==> config.mk <==
export PLATFORM = sky130hd
export DESIGN_NAME = raid6_xor_code_bitmatrix_generator_core
export DESIGN_NICKNAME = d
export VERILOG_FILES = /design/src/rtl/raid6xc_pkg.sv /design/src/rtl/raid6xc_cfg_regs.sv /design/src/rtl/raid6xc_bit_pipe.sv /design/src/rtl/raid6_xor_code_bitmatrix_generator_core.sv
export SDC_FILE = /design/constraint.sdc
export NUM_CORES = 1
export LEC_CHECK = 0
export ABC_AREA = 1
export ABC_CLOCK_PERIOD_IN_PS = 3500
export BUFFER_PORTS_ARGS = -buffer_cell sky130_fd_sc_hd__clkbuf_2
export CAP_MARGIN = 0
export CORE_MARGIN = 2
export CORE_UTILIZATION = 40
export CTS_CLUSTER_DIAMETER = 40
export DETAILED_ROUTE_END_ITERATION = 8
export GPL_TIMING_DRIVEN = 0
export PLACE_DENSITY = 0.52
export SYNTH_ARGS = -nofsm -noshare
export SYNTH_HDL_FRONTEND = slang
export SYNTH_SLANG_ARGS = --single-unit
==> constraint.sdc <==
create_clock -name aclk -period 3.5 [get_ports aclk]
set_clock_uncertainty 0.15 [all_clocks]
set_input_delay 0.35 -clock aclk [delete_from_list [all_inputs] [get_ports aclk]]
set_output_delay 0.35 -clock aclk [all_outputs]
set_load 0.1 [all_outputs]
==> src/rtl/raid6xc_pkg.sv <==
// raid6xc_pkg: shared types, codes and constant tables for the RAID-6 XOR-code
// bit matrix generator. No dependencies; used by every rtl file of the block.

package raid6xc_pkg;

    localparam int CODE_WIDTH      = 2;
    localparam int K_WIDTH         = 6;
    localparam int W_WIDTH         = 6;
    localparam int IDX_WIDTH       = 5;
    localparam int STATUS_WIDTH    = 2;
    localparam int CFG_INDEX_WIDTH = 2;
    localparam int CFG_DATA_WIDTH  = 6;

    localparam logic [W_WIDTH-1:0] MAX_WORD_BITS = 6'd32;

    // code kinds
    localparam logic [CODE_WIDTH-1:0] CODE_LIBERATION = 2'd0;
    localparam logic [CODE_WIDTH-1:0] CODE_BLAUM_ROTH = 2'd1;
    localparam logic [CODE_WIDTH-1:0] CODE_LIBER8TION = 2'd2;

    // status codes
    localparam logic [STATUS_WIDTH-1:0] STATUS_OK        = 2'd0;
    localparam logic [STATUS_WIDTH-1:0] STATUS_BAD_WORD  = 2'd1;
    localparam logic [STATUS_WIDTH-1:0] STATUS_TOO_MANY  = 2'd2;
    localparam logic [STATUS_WIDTH-1:0] STATUS_BAD_INDEX = 2'd3;

    // register indexes
    localparam logic [CFG_INDEX_WIDTH-1:0] REG_CODE_KIND  = 2'd0;
    localparam logic [CFG_INDEX_WIDTH-1:0] REG_DATA_DISKS = 2'd1;
    localparam logic [CFG_INDEX_WIDTH-1:0] REG_WORD_BITS  = 2'd2;

    // bit n set when n is prime, for n below 64; bits 64 and up are clear
    localparam logic [127:0] PRIME_MASK = 128'h28208A20A08A28AC;

    // liber8tion q part: [disk][row] mask of data bits
    localparam logic [7:0] L8_MASK [8][8] = '{
        '{8'h01, 8'h02, 8'h04, 8'h08, 8'h10, 8'h20, 8'h40, 8'h80},
        '{8'h80, 8'h08, 8'h01, 8'h04, 8'hC0, 8'h02, 8'h20, 8'h10},
        '{8'h40, 8'h0C, 8'h10, 8'h01, 8'h80, 8'h08, 8'h02, 8'h20},
        '{8'h04, 8'h20, 8'h80, 8'h40, 8'h01, 8'h18, 8'h10, 8'h02},
        '{8'h20, 8'h40, 8'h03, 8'h80, 8'h04, 8'h10, 8'h08, 8'h01},
        '{8'h02, 8'h04, 8'h08, 8'h10, 8'h20, 8'h40, 8'h80, 8'h05},
        '{8'h08, 8'h01, 8'h40, 8'h20, 8'h02, 8'h80, 8'h30, 8'h04},
        '{8'h10, 8'h80, 8'h02, 8'h22, 8'h08, 8'h04, 8'h01, 8'h40}
    };

    typedef struct packed {
        logic                 parity_select;
        logic [IDX_WIDTH-1:0] parity_row;
        logic [IDX_WIDTH-1:0] data_disk;
        logic [IDX_WIDTH-1:0] data_bit;
    } in_item_t;

    typedef struct packed {
        logic                    matrix_bit;
        logic [STATUS_WIDTH-1:0] status;
    } out_item_t;

    typedef struct packed {
        logic [CODE_WIDTH-1:0]   code_kind;
        logic [K_WIDTH-1:0]      data_disks;
        logic [W_WIDTH-1:0]      word_bits;
        logic [STATUS_WIDTH-1:0] status;
    } cfg_t;

    function automatic logic is_prime(input logic [6:0] n);
        return PRIME_MASK[n];
    endfunction

    function automatic logic l8_bit(input logic [2:0] d, input logic [2:0] r,
                                    input logic [2:0] b);
        logic [7:0] mask;
        mask = L8_MASK[d][r];
        return mask[b];
    endfunction

endpackage

==> src/rtl/raid6xc_cfg_regs.sv <==
// raid6xc_cfg_regs: configuration registers and the registered configuration
// status (word size and disk count checks). Depends on raid6xc_pkg.

module raid6xc_cfg_regs (
    input  logic                                      aclk,
    input  logic                                      aresetn,
    input  logic                                      cfg_wr_en,
    input  logic [raid6xc_pkg::CFG_INDEX_WIDTH-1:0]   cfg_index,
    input  logic [raid6xc_pkg::CFG_DATA_WIDTH-1:0]    cfg_wdata,
    output raid6xc_pkg::cfg_t                         cfg
);

    logic [raid6xc_pkg::CODE_WIDTH-1:0]   code_kind_reg,  code_kind_next;
    logic [raid6xc_pkg::K_WIDTH-1:0]      data_disks_reg, data_disks_next;
    logic [raid6xc_pkg::W_WIDTH-1:0]      word_bits_reg,  word_bits_next;
    logic [raid6xc_pkg::STATUS_WIDTH-1:0] status_reg,     status_next;
    logic                                 w_ok;

    always_comb begin
        code_kind_next  = code_kind_reg;
        data_disks_next = data_disks_reg;
        word_bits_next  = word_bits_reg;
        if (cfg_wr_en) begin
            unique case (cfg_index)
                raid6xc_pkg::REG_CODE_KIND: begin
                    code_kind_next = cfg_wdata[raid6xc_pkg::CODE_WIDTH-1:0];
                end
                raid6xc_pkg::REG_DATA_DISKS: begin
                    data_disks_next = cfg_wdata[raid6xc_pkg::K_WIDTH-1:0];
                end
                raid6xc_pkg::REG_WORD_BITS: begin
                    word_bits_next = cfg_wdata[raid6xc_pkg::W_WIDTH-1:0];
                end
                default: begin
                end
            endcase
        end
    end

    always_comb begin
        if (word_bits_reg < 6'd2 || word_bits_reg > raid6xc_pkg::MAX_WORD_BITS) begin
            w_ok = 1'b0;
        end else begin
            unique case (code_kind_reg)
                raid6xc_pkg::CODE_LIBERATION: begin
                    w_ok = raid6xc_pkg::is_prime({1'b0, word_bits_reg});
                end
                raid6xc_pkg::CODE_BLAUM_ROTH: begin
                    w_ok = raid6xc_pkg::is_prime({1'b0, word_bits_reg} + 7'd1);
                end
                raid6xc_pkg::CODE_LIBER8TION: begin
                    w_ok = (word_bits_reg == 6'd8);
                end
                default: begin
                    w_ok = 1'b0;
                end
            endcase
        end
        if (!w_ok) begin
            status_next = raid6xc_pkg::STATUS_BAD_WORD;
        end else if (data_disks_reg > word_bits_reg) begin
            status_next = raid6xc_pkg::STATUS_TOO_MANY;
        end else begin
            status_next = raid6xc_pkg::STATUS_OK;
        end
    end

    always_ff @(posedge aclk) begin
        if (!aresetn) begin
            code_kind_reg  <= raid6xc_pkg::CODE_LIBERATION;
            data_disks_reg <= 6'd1;
            word_bits_reg  <= 6'd7;
            status_reg     <= raid6xc_pkg::STATUS_OK;
        end else begin
            code_kind_reg  <= code_kind_next;
            data_disks_reg <= data_disks_next;
            word_bits_reg  <= word_bits_next;
            status_reg     <= status_next;
        end
    end

    assign cfg.code_kind  = code_kind_reg;
    assign cfg.data_disks = data_disks_reg;
    assign cfg.word_bits  = word_bits_reg;
    assign cfg.status     = status_reg;

endmodule

==> src/rtl/raid6xc_bit_pipe.sv <==
// raid6xc_bit_pipe: four-register pipeline that checks indexes and computes one
// bit of the P or Q generator matrix. Depends on raid6xc_pkg.

module raid6xc_bit_pipe (
    input  logic                   aclk,
    input  logic                   aresetn,
    input  raid6xc_pkg::cfg_t      cfg,
    input  logic                   s_valid,
    output logic                   s_ready,
    input  raid6xc_pkg::in_item_t  s_data,
    output logic                   m_valid,
    input  logic                   m_ready,
    output raid6xc_pkg::out_item_t m_data
);

    typedef struct packed {
        logic                                 sel;
        logic [raid6xc_pkg::CODE_WIDTH-1:0]   code;
        logic [raid6xc_pkg::STATUS_WIDTH-1:0] status;
        logic [raid6xc_pkg::IDX_WIDTH-1:0]    r;
        logic [raid6xc_pkg::IDX_WIDTH-1:0]    d;
        logic [raid6xc_pkg::IDX_WIDTH-1:0]    b;
        logic [raid6xc_pkg::W_WIDTH-1:0]      w;
        logic [5:0]                           lib_sum;
        logic [5:0]                           lib_y;
        logic [6:0]                           br_m0;
        logic [6:0]                           br_alt;
    } st2_t;

    typedef struct packed {
        logic                                 sel;
        logic [raid6xc_pkg::CODE_WIDTH-1:0]   code;
        logic [raid6xc_pkg::STATUS_WIDTH-1:0] status;
        logic                                 p_bit;
        logic                                 br_bit;
        logic                                 l8_bit;
        logic                                 lib_rot_hit;
        logic                                 lib_row_hit;
        logic [6:0]                           lib_t;
        logic [raid6xc_pkg::W_WIDTH-1:0]      w;
        logic [raid6xc_pkg::IDX_WIDTH-1:0]    b;
    } st3_t;

    logic v1_reg, v2_reg, v3_reg, v4_reg;
    logic rdy1, rdy2, rdy3, rdy4;

    raid6xc_pkg::in_item_t  s1_reg;
    st2_t                   s2_reg, s2_next;
    st3_t                   s3_reg, s3_next;
    raid6xc_pkg::out_item_t s4_reg, s4_next;

    // stage a locals
    logic [5:0] a_r, a_d, a_b;
    logic       a_idx_bad;
    // stage b locals
    logic [6:0] b_p, b_br_m, b_b7, b_d7;
    logic [5:0] b_lib_rot;
    // stage c locals
    logic [6:0] c_lib_tr;
    logic       c_lib_bit;

    assign rdy4    = !v4_reg || m_ready;
    assign rdy3    = !v3_reg || rdy4;
    assign rdy2    = !v2_reg || rdy3;
    assign rdy1    = !v1_reg || rdy2;
    assign s_ready = rdy1;

    // stage a: index checks, rotation sum, liberation row, blaum-roth terms
    always_comb begin
        a_r = {1'b0, s1_reg.parity_row};
        a_d = {1'b0, s1_reg.data_disk};
        a_b = {1'b0, s1_reg.data_bit};
        a_idx_bad = (a_r >= cfg.word_bits) || (a_d >= cfg.data_disks) ||
                    (a_b >= cfg.word_bits);
        s2_next.sel  = s1_reg.parity_select;
        s2_next.code = cfg.code_kind;
        if (cfg.status != raid6xc_pkg::STATUS_OK) begin
            s2_next.status = cfg.status;
        end else if (a_idx_bad) begin
            s2_next.status = raid6xc_pkg::STATUS_BAD_INDEX;
        end else begin
            s2_next.status = raid6xc_pkg::STATUS_OK;
        end
        s2_next.r       = s1_reg.parity_row;
        s2_next.d       = s1_reg.data_disk;
        s2_next.b       = s1_reg.data_bit;
        s2_next.w       = cfg.word_bits;
        s2_next.lib_sum = a_d + a_r;
        // d*(w-1)/2 mod w for odd w
        if (s1_reg.data_disk[0]) begin
            s2_next.lib_y = (cfg.word_bits - a_d) >> 1;
        end else begin
            s2_next.lib_y = cfg.word_bits - (a_d >> 1);
        end
        s2_next.br_m0 = {2'b00, s1_reg.parity_row} + {2'b00, s1_reg.data_disk} + 7'd1;
        if (!s1_reg.data_disk[0]) begin
            s2_next.br_alt = {3'b000, s1_reg.data_disk[4:1]} - 7'd1;
        end else begin
            s2_next.br_alt = (({1'b0, cfg.word_bits} + 7'd1) >> 1) +
                             {3'b000, s1_reg.data_disk[4:1]};
        end
    end

    // stage b: first modular reductions and compares
    always_comb begin
        b_p   = {1'b0, s2_reg.w} + 7'd1;
        b_b7  = {2'b00, s2_reg.b};
        b_d7  = {2'b00, s2_reg.d};
        if (s2_reg.lib_sum >= s2_reg.w) begin
            b_lib_rot = s2_reg.lib_sum - s2_reg.w;
        end else begin
            b_lib_rot = s2_reg.lib_sum;
        end
        if (s2_reg.br_m0 >= b_p) begin
            b_br_m = s2_reg.br_m0 - b_p - 7'd1;
        end else begin
            b_br_m = s2_reg.br_m0 - 7'd1;
        end
        s3_next.sel         = s2_reg.sel;
        s3_next.code        = s2_reg.code;
        s3_next.status      = s2_reg.status;
        s3_next.p_bit       = (s2_reg.b == s2_reg.r);
        s3_next.lib_rot_hit = ({1'b0, s2_reg.b} == b_lib_rot);
        s3_next.lib_row_hit = (s2_reg.d != 5'd0) && ({1'b0, s2_reg.r} == s2_reg.lib_y);
        s3_next.lib_t       = b_d7 + {1'b0, s2_reg.lib_y} - 7'd1;
        s3_next.w           = s2_reg.w;
        s3_next.b           = s2_reg.b;
        if (s2_reg.d == 5'd0) begin
            s3_next.br_bit = (s2_reg.b == s2_reg.r);
        end else if (s2_reg.br_m0 != b_p) begin
            s3_next.br_bit = (b_b7 == b_br_m);
        end else begin
            s3_next.br_bit = (b_b7 == b_d7 - 7'd1) || (b_b7 == s2_reg.br_alt);
        end
        s3_next.l8_bit = raid6xc_pkg::l8_bit(s2_reg.d[2:0], s2_reg.r[2:0], s2_reg.b[2:0]);
    end

    // stage c: extra liberation bit and final select
    always_comb begin
        if (s3_reg.lib_t >= {1'b0, s3_reg.w}) begin
            c_lib_tr = s3_reg.lib_t - {1'b0, s3_reg.w};
        end else begin
            c_lib_tr = s3_reg.lib_t;
        end
        c_lib_bit = s3_reg.lib_rot_hit ||
                    (s3_reg.lib_row_hit && ({2'b00, s3_reg.b} == c_lib_tr));
        s4_next.status = s3_reg.status;
        if (s3_reg.status != raid6xc_pkg::STATUS_OK) begin
            s4_next.matrix_bit = 1'b0;
        end else if (!s3_reg.sel) begin
            s4_next.matrix_bit = s3_reg.p_bit;
        end else if (s3_reg.code == raid6xc_pkg::CODE_LIBERATION) begin
            s4_next.matrix_bit = c_lib_bit;
        end else if (s3_reg.code == raid6xc_pkg::CODE_BLAUM_ROTH) begin
            s4_next.matrix_bit = s3_reg.br_bit;
        end else begin
            s4_next.matrix_bit = s3_reg.l8_bit;
        end
    end

    always_ff @(posedge aclk) begin
        if (!aresetn) begin
            v1_reg <= 1'b0;
            v2_reg <= 1'b0;
            v3_reg <= 1'b0;
            v4_reg <= 1'b0;
        end else begin
            if (rdy1) begin
                v1_reg <= s_valid;
            end
            if (rdy2) begin
                v2_reg <= v1_reg;
            end
            if (rdy3) begin
                v3_reg <= v2_reg;
            end
            if (rdy4) begin
                v4_reg <= v3_reg;
            end
        end
    end

    always_ff @(posedge aclk) begin
        if (rdy1) begin
            s1_reg <= s_data;
        end
        if (rdy2) begin
            s2_reg <= s2_next;
        end
        if (rdy3) begin
            s3_reg <= s3_next;
        end
        if (rdy4) begin
            s4_reg <= s4_next;
        end
    end

    assign m_valid = v4_reg;
    assign m_data  = s4_reg;

`ifndef SYNTH
    a_error_bit_zero: assert property (@(posedge aclk) disable iff (!aresetn)
        (v4_reg && s4_reg.status != raid6xc_pkg::STATUS_OK) |-> !s4_reg.matrix_bit)
        else $error("matrix bit set on an error transaction");

    a_stall_means_full: assert property (@(posedge aclk) disable iff (!aresetn)
        !s_ready |-> (v1_reg && v2_reg && v3_reg && v4_reg))
        else $error("input stalled while a pipeline stage is empty");

    a_stage_advance: assert property (@(posedge aclk) disable iff (!aresetn)
        (v2_reg && rdy3) |=> v3_reg)
        else $error("transaction lost between stages two and three");
`endif

endmodule

==> src/rtl/raid6_xor_code_bitmatrix_generator_core.sv <==
// raid6_xor_code_bitmatrix_generator_core: top level of the RAID-6 XOR-code
// generator bit matrix block. Depends on raid6xc_pkg, raid6xc_cfg_regs, raid6xc_bit_pipe.
// Each transaction is registered through s1_reg, s2_reg, s3_reg and s4_reg to m_data.
// Throughput: one transaction per cycle while m_ready does not stall the pipeline.
// Reset: aresetn synchronous active low; restores code_kind 0, data_disks 1,
// word_bits 7 and empties the pipeline.

module raid6_xor_code_bitmatrix_generator_core (
    input  logic                                    aclk,
    input  logic                                    aresetn,
    input  logic                                    cfg_wr_en,
    input  logic [raid6xc_pkg::CFG_INDEX_WIDTH-1:0] cfg_index,
    input  logic [raid6xc_pkg::CFG_DATA_WIDTH-1:0]  cfg_wdata,
    input  logic                                    s_valid,
    output logic                                    s_ready,
    input  raid6xc_pkg::in_item_t                   s_data,
    output logic                                    m_valid,
    input  logic                                    m_ready,
    output raid6xc_pkg::out_item_t                  m_data
);

    raid6xc_pkg::cfg_t cfg;

    raid6xc_cfg_regs u_cfg_regs (
        .aclk      (aclk),
        .aresetn   (aresetn),
        .cfg_wr_en (cfg_wr_en),
        .cfg_index (cfg_index),
        .cfg_wdata (cfg_wdata),
        .cfg       (cfg)
    );

    raid6xc_bit_pipe u_bit_pipe (
        .aclk    (aclk),
        .aresetn (aresetn),
        .cfg     (cfg),
        .s_valid (s_valid),
        .s_ready (s_ready),
        .s_data  (s_data),
        .m_valid (m_valid),
        .m_ready (m_ready),
        .m_data  (m_data)
    );

endmodule
# Yosys cells after proc, flatten, opt, wreduce, memory -nomap -nowiden
# Memories as Yosys holds them, arrays and structs flattened. A register that Yosys moved wholly into a read port is not among the register bits.
# Cells that the tools add are included.
# word_totals
ff_bits	119
mem_bits_ro	704
in_bits	29
out_inout_bits	5
wordCells	141
memories	3
# mem_list
name	depth	width	rd	rd_clocked_by_memory_dff	write_ports	line	rtl
(name not given)	8	64	1	0	0	raid6xc_pkg.sv:73	mask = L8_MASK[d][r];
(name not given)	128	1	1	0	0	raid6xc_pkg.sv:67	return PRIME_MASK[n];
(name not given)	64	1	1	1	0	raid6xc_pkg.sv:67	
# classes
add_sub_neg	17
n_lt_le_gt_ge	14
eq_ne	14
muxes	27
bitwise	2
n_reduce_logical	26
# ops
operator	n
$mux W64	2
$eq A5 B7 Y1	4
$bmux W8 S3	1
$mux W7	3
$sub A7 B1 Y7 const B	3
$ge A5 B6 Y1	3
$mux W6	3
$mux W8	2
$add A6 B1 Y7 const B	2
$add A5 B5 Y6	2
$eq A5 B6 Y1	2
$mux W1	10
$logic_or A1 B1 Y1	9
$ge A4 B4 Y1 const B	2
$lt A6 B8 Y1 const B	1
$lt A7 B8 Y1 const B	1
$not A3 Y4	2
$reduce_and A2 Y1	4
$add A5 B6 Y7	1
$add A6 B4 Y7	1
$add A7 B1 Y7 const B	1
$ge A7 B6 Y1	1
$ge A7 B7 Y1	1
$ne A7 B7 Y1	1
26 further kinds	38

# Longest topological paths before layout
# Gate-level depths: netlist of run 1.
# logic_depth
word_depth	9
mapped_depth	17
mapped_depth_nobuf	17

# Modules after synthesis
# Synthesis of run 1 repeated with hierarchy kept, for this count alone.
# unflattened
hier_cells	1040
hier_area_um2	8619.5
# by_module_without_submodules
mod	instances	cells_per_inst	area_per_inst_um2	seq_area_each_um2
raid6xc_bit_pipe	1	860	7395.8	3022.9
raid6xc_cfg_regs	1	180	1223.7	340.3

# Worst setup path after synthesis of run 1
# OpenSTA, ideal clock, no wires.
# synth_timing
path_kind	reg2reg
from	register u_bit_pipe.v4_reg, in the netlist u_bit_pipe.m_valid
to	register u_bit_pipe.s1_reg, in the netlist u_bit_pipe.a_b[0], enable pin
setup_ps	585
arrival_time_ps	2766
required_time_ps	2765
path_slack_ps	-1
path_stages_with_launch	8
path_buffers	0
cell_sequence	dfxtp_1 inv_1 nor2_1 inv_1 nor2_1 inv_1 nor2_1 nand2_1
# synth_between
elab_chain_cells	5
# synth_rtl
element	line	rtl
start: declaration	raid6xc_bit_pipe.sv:44	logic v1_reg, v2_reg, v3_reg, v4_reg;
start signal: assignment	raid6xc_bit_pipe.sv:178	v4_reg <= v3_reg;
$logic_not A1 Y1	raid6xc_bit_pipe.sv:62	assign rdy4 = !v4_reg || m_ready;
$logic_or A1 B1 Y1	raid6xc_bit_pipe.sv:62	
via u_bit_pipe.rdy4	raid6xc_bit_pipe.sv:45	logic rdy1, rdy2, rdy3, rdy4;
$logic_or A1 B1 Y1	raid6xc_bit_pipe.sv:63	assign rdy3 = !v3_reg || rdy4;
via u_bit_pipe.rdy3	raid6xc_bit_pipe.sv:45	
$logic_or A1 B1 Y1	raid6xc_bit_pipe.sv:64	assign rdy2 = !v2_reg || rdy3;
$logic_or A1 B1 Y1	raid6xc_bit_pipe.sv:65	assign rdy1 = !v1_reg || rdy2;
via s_ready	raid6_xor_code_bitmatrix_generator_core.sv:15	output logic s_ready,
end signal: assignment	raid6xc_bit_pipe.sv:185	s1_reg <= s_data;
end: declaration	raid6xc_bit_pipe.sv:47	raid6xc_pkg::in_item_t s1_reg;
# The timed path passes the listed nets, and every way through them passes these cells.
# A chain may end at the register's enable or synchronous reset.

==> results of run 1 <==
## worst min path at each step
stage	start	end	slack, ns	depth (start not counted)
final	s_valid	u_bit_pipe.v1_reg	0.02	3
after global routing	s_valid	u_bit_pipe.v1_reg	0.02	3
after CTS	s_valid	u_bit_pipe.v1_reg	0.001	3
after detailed placement	u_bit_pipe.s2_reg[51]	u_bit_pipe.s3_reg[27]	0.26	0
after global placement	u_bit_pipe.s2_reg[47]	u_bit_pipe.s3_reg[23]	0.25	0
after floorplan	u_bit_pipe.s1_reg[15]	u_bit_pipe.s2_reg[51]	0.25	0
## final cells by class
class | instances | area, um2
sequential | 120 | 3393
inverter | 179 | 675.6
buffer | 16 | 82.58
fill | 1959 | 10640
tap | 270 | 337.8
clock inverter | 7 | 50.05
clock buffer | 25 | 539.3
multi-input combinational | 675 | 4229
timing repair buffer | 59 | 412.9
timing repair inverter | 1 | 5.005
## power groups by stage
stage	Combinational (mW)	Clock, mW	Sequential (mW)
3_3_place_gp	1.56	0	1.89
5_1_grt	1.85	1.80	1.87
6_report	1.60	1.71	1.85
3_5_place_dp	1.57	0	1.89
2_1_floorplan	1.22	0	1.88
4_1_cts	1.60	1.74	1.86
## routing by layer
layer	vias up	part of all wire (%)	track usage (%)
met5	-	0	0
met4	0	1.7	5.857
met3	27	2.8	3.221
met2	116	46	31.50
met1	3006	49	26.67
li1	3480	-	-
## worst min-delay path: stages
cell and delay (ns):
clkbuf_2 0.08, inv_1 0.04, a21oi_1 0.05
## what timing repair did
item | 4_1_cts | 5_1_grt
hold endpoints to repair | 16 | 0
setup buffers | 1 | 8
hold buffers | 16 | 0
setup endpoints to repair | 1 | 1
cloned | 1 | 0
gates resized for setup | 1 | 0
pin swaps | 0 | 0
## logic make-up (layout without fill, tap and decap cells)
logic type      count (synthesis)  in the layout  synth area share, %
xor+xnor                       52             52                5.439
fa+ha+maj                      89             89                14.01
buf+inv                       195            287                9.009
flops                         120            120                40.52
mux                             1              1               0.1195
simple gates                  379            379                20.19
compound gates                154            154                10.71
## synth_stat cells (7+ instances only)
| master | n |
|---|---|
| nand3_1 | 69 |
| nand2_1 | 193 |
| xor2_1 | 34 |
| o211ai_1 | 9 |
| ha_1 | 81 |
| inv_1 | 174 |
| nand4_1 | 17 |
| xnor2_1 | 18 |
| o21ai_0 | 52 |
| a21oi_1 | 55 |
| dfxtp_1 | 21 |
| edfxtp_1 | 99 |
| nor2_1 | 56 |
| fa_1 | 8 |
| nor3_1 | 17 |
| clkbuf_1 | 7 |
## layout by cell type (no fill, tap or decap), drive strengths merged, types with 20 or more instances in the layout
master  Yosys  routed
o21ai      55      55
clkbuf      9      67
ha         81      81
nor2       58      58
nand2     195     195
edfxtp     99      99
a21oi      56      56
inv       177     179
nor3       20      20
nand3      72      72
xor2       34      34
dfxtp      21      21
==> impl_metrics.toml, run 1 <==
[grt]
grt_pass1_wl_um = 33090
grtUsageTotal_pct = 19.39
antenna_found_initial = 0
grt_pass1_vias = 6349
grt_start_max_net_pins = 42
grt-ovfl-total = 0

[clock_tree]
clock_path_buffers = 2
tritoncts = "built"
cts-buffers-inserted = 17
clkSinkCount = 120
clk_pin_slew_worst_paths_ns = 0.06
h-tree-depth = 4
insertion_delay_ns = 0.41
cts_root_buffer = "clkbuf_16"

[routing]
dr.first_iter.drc_count = 345
avgRoutedWirePerCell_um = 14.94
num_vias = 6629
routed_wl_um = 20200
first_pass_iters = 7
viasPerCell = 4.903
drc = 0
antenna_left = 0

[synthesis]
ys.flop_type = "edfxtp_1"
ys_ff_latch = 120
syn_area_per_cell_um2 = 8.459
synthArstFlopShare_pct = 0
synth_top_area_share_pct = 35.50
syn_area_um2 = 8374
synth_top_area_cell = "edfxtp_1"
synth_cell_type_count = 53
synth.area.top_cells = "edfxtp_1 (35%), ha_1 (12%), nand2_1 (8.7%), inv_1 (7.8%), dfxtp_1 (5.0%)"
yosysWarningCount = 0
ys_seq_area_share_pct = 40.52
syn_inst = 990
synth-edff-count = 99
synth_nets = 1108

[worst_setup_path]
rr_startpoint = "u_bit_pipe.s2_reg[27]"
critical_path_required_ns = 3.56
slowest_delay_ns = 0.49
critPathTopFamily = "compound AO/OA/AOI/OAI gates"
crit_end = "u_bit_pipe.s3_reg[21]"
r2r-end = "u_bit_pipe.s3_reg[21]"
cp-startpoint = "u_bit_pipe.s2_reg[27]"
crit_path_cell_trace = "ha_1 -> nand3_1 -> nor2_1 -> nand2_1 -> ha_1 -> a21oi_1 -> a21boi_2 -> nand3_2 -> o21ai_0 -> xor2_1 -> nand3_1 -> a21oi_1"
crit_path_end_kind = "register"
critPathKind = "register to register"
worst-path-stages = 12
reg2regPathDepth = 12
cp-start-kind = "register"
cpMaxStageDelayCell = "edfxtp_1"
critPathBufInv = 0
path_max_fanout = 7
cp_data_arrival_time_ns = 3.22
r2r_slack_ns = 0.33

[sta]
timing.final.ws_setup_ns = 0.3333
timing.hold.ws_ns = 0.01871
setup_viol = 0
period_share_pct = 90.48
setup-tns-final_ns = 0
max_freq_ghz = 0.3158
hold_violations = 0
rsz0062_at_grt = "no"
period_minus_slack_ns = 3.167
drv_slew = 0
tightest_slew_ns = 0.7179
relSlewSlack_pct = 51.88

[layout]
post-route-util_pct = 47.76
syn_to_final_growth_pct = 16.14
num_antenna_cells = 0
finalNetCount = 1187
largest_reg_flops = 42
drive_gt1_share_pct = 10.17
fin_area_um2 = 9726
stdcell_count = 1352

[min_path]
hold_path_class = "input port to register"

[die]
core_um2 = 20360
num_rows = 52
start_util_pct = 41.12
die-height_um = 148.7
io_pins = 34
die_area_um2 = 22110
die_w_um = 148.7

[run_status]
outcome = "finished clean"

[power]
combPwrFrac_pct = 31.0
p_sw_mw = 1.729
ir_drop_uv = 334.6
power_frac_clock_pct = 33.1
power_density_nw_per_um2 = 530.3
finalPower_mw = 5.158
p_leak_nw = 4.598
pwr-share-seq_pct = 36.0
internal_power_mw = 3.428
swShare_pct = 33.53

[job]
cap_viol_max_count = 0

[placed_design]
gp_congestion = 0.8781
port_buffers = 33
dpl.hpwl_um = 15420
dpl_cell_area_um2 = 8900
dp.cells = 1294
pre_cts_ws_ns = 0.1801
Power figures use the tool's default switching activity.
==> inputs of run 2 (changes only) <==
--- a/config.mk
+++ b/config.mk
@@ -6,7 +6,7 @@
 export NUM_CORES = 1
 export LEC_CHECK = 0
 export ABC_AREA = 1
-export ABC_CLOCK_PERIOD_IN_PS = 3500
+export ABC_CLOCK_PERIOD_IN_PS = 2600
 export BUFFER_PORTS_ARGS = -buffer_cell sky130_fd_sc_hd__clkbuf_2
 export CAP_MARGIN = 0
 export CORE_MARGIN = 2
@@ -14,7 +14,7 @@
 export CTS_CLUSTER_DIAMETER = 40
 export DETAILED_ROUTE_END_ITERATION = 8
 export GPL_TIMING_DRIVEN = 0
-export PLACE_DENSITY = 0.52
+export PLACE_DENSITY = 0.54
 export SYNTH_ARGS = -nofsm -noshare
 export SYNTH_HDL_FRONTEND = slang
 export SYNTH_SLANG_ARGS = --single-unit
==> constraint.sdc (replaced) <==
create_clock -name aclk -period 2.6 [get_ports aclk]
set_clock_uncertainty 0.15 [all_clocks]
set_input_delay 0.26 -clock aclk [delete_from_list [all_inputs] [get_ports aclk]]
set_output_delay 0.26 -clock aclk [all_outputs]
set_load 0.1 [all_outputs]
==> impl_metrics.toml, run 2 (same netlist as run 1, synthesis figures left out) <==
[clock_tree]
cts_root_buffer = "clkbuf_16"
tritoncts = "built"
cts-buffers-inserted = 17
clock_path_buffers = 2
clk_pin_slew_worst_paths_ns = 0.06
h-tree-depth = 4
insertion_delay_ns = 0.41
clkSinkCount = 120

[worst_setup_path]
path_max_fanout = 3
r2r-end = "u_bit_pipe.s3_reg[21]"
cp-start-kind = "register"
reg2regPathDepth = 15
crit_path_cell_trace = "ha_2 -> nand3_2 -> xor2_1 -> ha_1 -> nand2_1 -> nor2_1 -> nand4_1 -> buf_4 -> nand4_1 -> nand2_1 -> nand2_1 -> nand2_1 -> nor2_1 -> nand3_1 -> a21oi_2"
critPathKind = "register to register"
crit_path_end_kind = "register"
slowest_delay_ns = 0.47
r2r_slack_ns = -0.28
critical_path_required_ns = 2.69
cp_data_arrival_time_ns = 2.97
crit_top_cell = "nand2_1"
cp-startpoint = "u_bit_pipe.s2_reg[27]"
crit_end = "u_bit_pipe.s3_reg[21]"
worst-path-stages = 15
critPathBufInv = 1
critPathTopFamily = "simple AND/OR/NAND/NOR gates"
rr_startpoint = "u_bit_pipe.s2_reg[27]"
cpMaxStageDelayCell = "edfxtp_1"

[sta]
setup-tns-final_ns = -0.2772
relSlewSlack_pct = 54.27
timing.hold.ws_ns = 0.01863
rsz0062_at_grt = "yes"
period_minus_slack_ns = 2.877
tightest_slew_ns = 0.6821
setup_viol = 1
period_share_pct = 110.7
timing.final.ws_setup_ns = -0.2772
max_freq_ghz = 0.3476
hold_violations = 0
drv_slew = 0

[layout]
fin_area_um2 = 10210
fillCellCount = 1969
final_cell_mix = "nand2_1 (188), inv_1 (162), edfxtp_1 (99), ha_1 (72), nand3_1 (65)"
seq_area_um2 = 3406
syn_to_final_growth_pct = 21.96
finalNetCount = 1219
final_common_cell = "nand2_1"
stdcell_count = 1384
drive_gt1_share_pct = 16.52
post-route-util_pct = 50.15
multi_input_area_um2 = 4428
num_antenna_cells = 0
largest_reg_flops = 42

[die]
start_util_pct = 41.12
core_um2 = 20360
die-height_um = 148.7
io_pins = 34
num_rows = 52
die_area_um2 = 22110
die_w_um = 148.7

[routing]
routed_wl_um = 21050
viasPerCell = 4.956
num_vias = 6859
drc = 0
first_pass_iters = 5
avgRoutedWirePerCell_um = 15.21
antenna_left = 0
dr.first_iter.drc_count = 475

[grt]
grt-ovfl-total = 0
grt_start_max_net_pins = 27
antenna_found_initial = 0
grtUsageTotal_pct = 19.62
grt_pass1_vias = 6469
grt_pass1_wl_um = 33440

[power]
finalPower_mw = 7.213
power_density_nw_per_um2 = 706.2
p_leak_nw = 4.749
ir_drop_uv = 447.6

[placed_design]
gp_congestion = 0.8879
pre_cts_ws_ns = -0.7088
port_buffers = 33
dpl_cell_area_um2 = 8909
dp.cells = 1293
dpl.hpwl_um = 15120

[job]
cap_viol_max_count = 0

[min_path]
hold_path_class = "input port to register"

[run_status]
outcome = "finished with violations"
violations = "negative setup slack"
==> run 2: how the worst min path moves through the flow <==
stage,startpoint,end,slack (ns),depth (start not counted)
CTS,cfg_wdata[4],u_cfg_regs.data_disks_reg[4],0.01,3
global placement,u_bit_pipe.s2_reg[51],u_bit_pipe.s3_reg[27],0.25,0
floorplan,s_data[0],u_bit_pipe.a_b[0],0.21,0
global route,cfg_wdata[4],u_cfg_regs.data_disks_reg[4],0.05,3
finish,cfg_wdata[4],u_cfg_regs.data_disks_reg[4],0.02,3
detailed placement,u_bit_pipe.s2_reg[47],u_bit_pipe.s3_reg[23],0.26,0
==> run 2: final cells by class <==
cell class	count	share of cell area [%]
multi-input cells	675	43.35
flip-flops and latches	120	33.35
inverters	179	6.750
repair buffers	90	6.517
clock buffers	19	4.239
well taps	270	3.308
clock inverters	13	1.495
plain buffers	16	0.8698
repair inverters	2	0.1225
==> run 2: report_power, final <==
group / internal, mW / total [mW] / switching, mW
registers: 2.33 / 2.49 / 0.163
clock network: 1.50 / 2.34 / 0.839
logic: 0.968 / 2.39 / 1.42
total: 4.79 / 7.21 / 2.42
==> run 2: tightest hold or removal path: cells and delay by family <==
kind            cells  cell delay [ns]
compound gates      2             0.19
buf+inv             1             0.09
==> run 2: layer usage <==
layer / global-route usage (%) / share of wire [%]
met1: 26.73 / 47
met4: 5.762 / 1.6
met3: 3.129 / 3.6
met5: 0 / 0
met2: 32.36 / 48
==> run 2: timing repair <==
item / 4_1_cts / 5_1_grt
hold buffers: 20 / 0
endpoints found under the hold margin: 21 / 0
pin swaps: 15 / 15
setup buffers: 22 / 17
endpoints found under the setup margin: 63 / 12
gates cloned: 2 / 0
gates resized for setup: 32 / 35
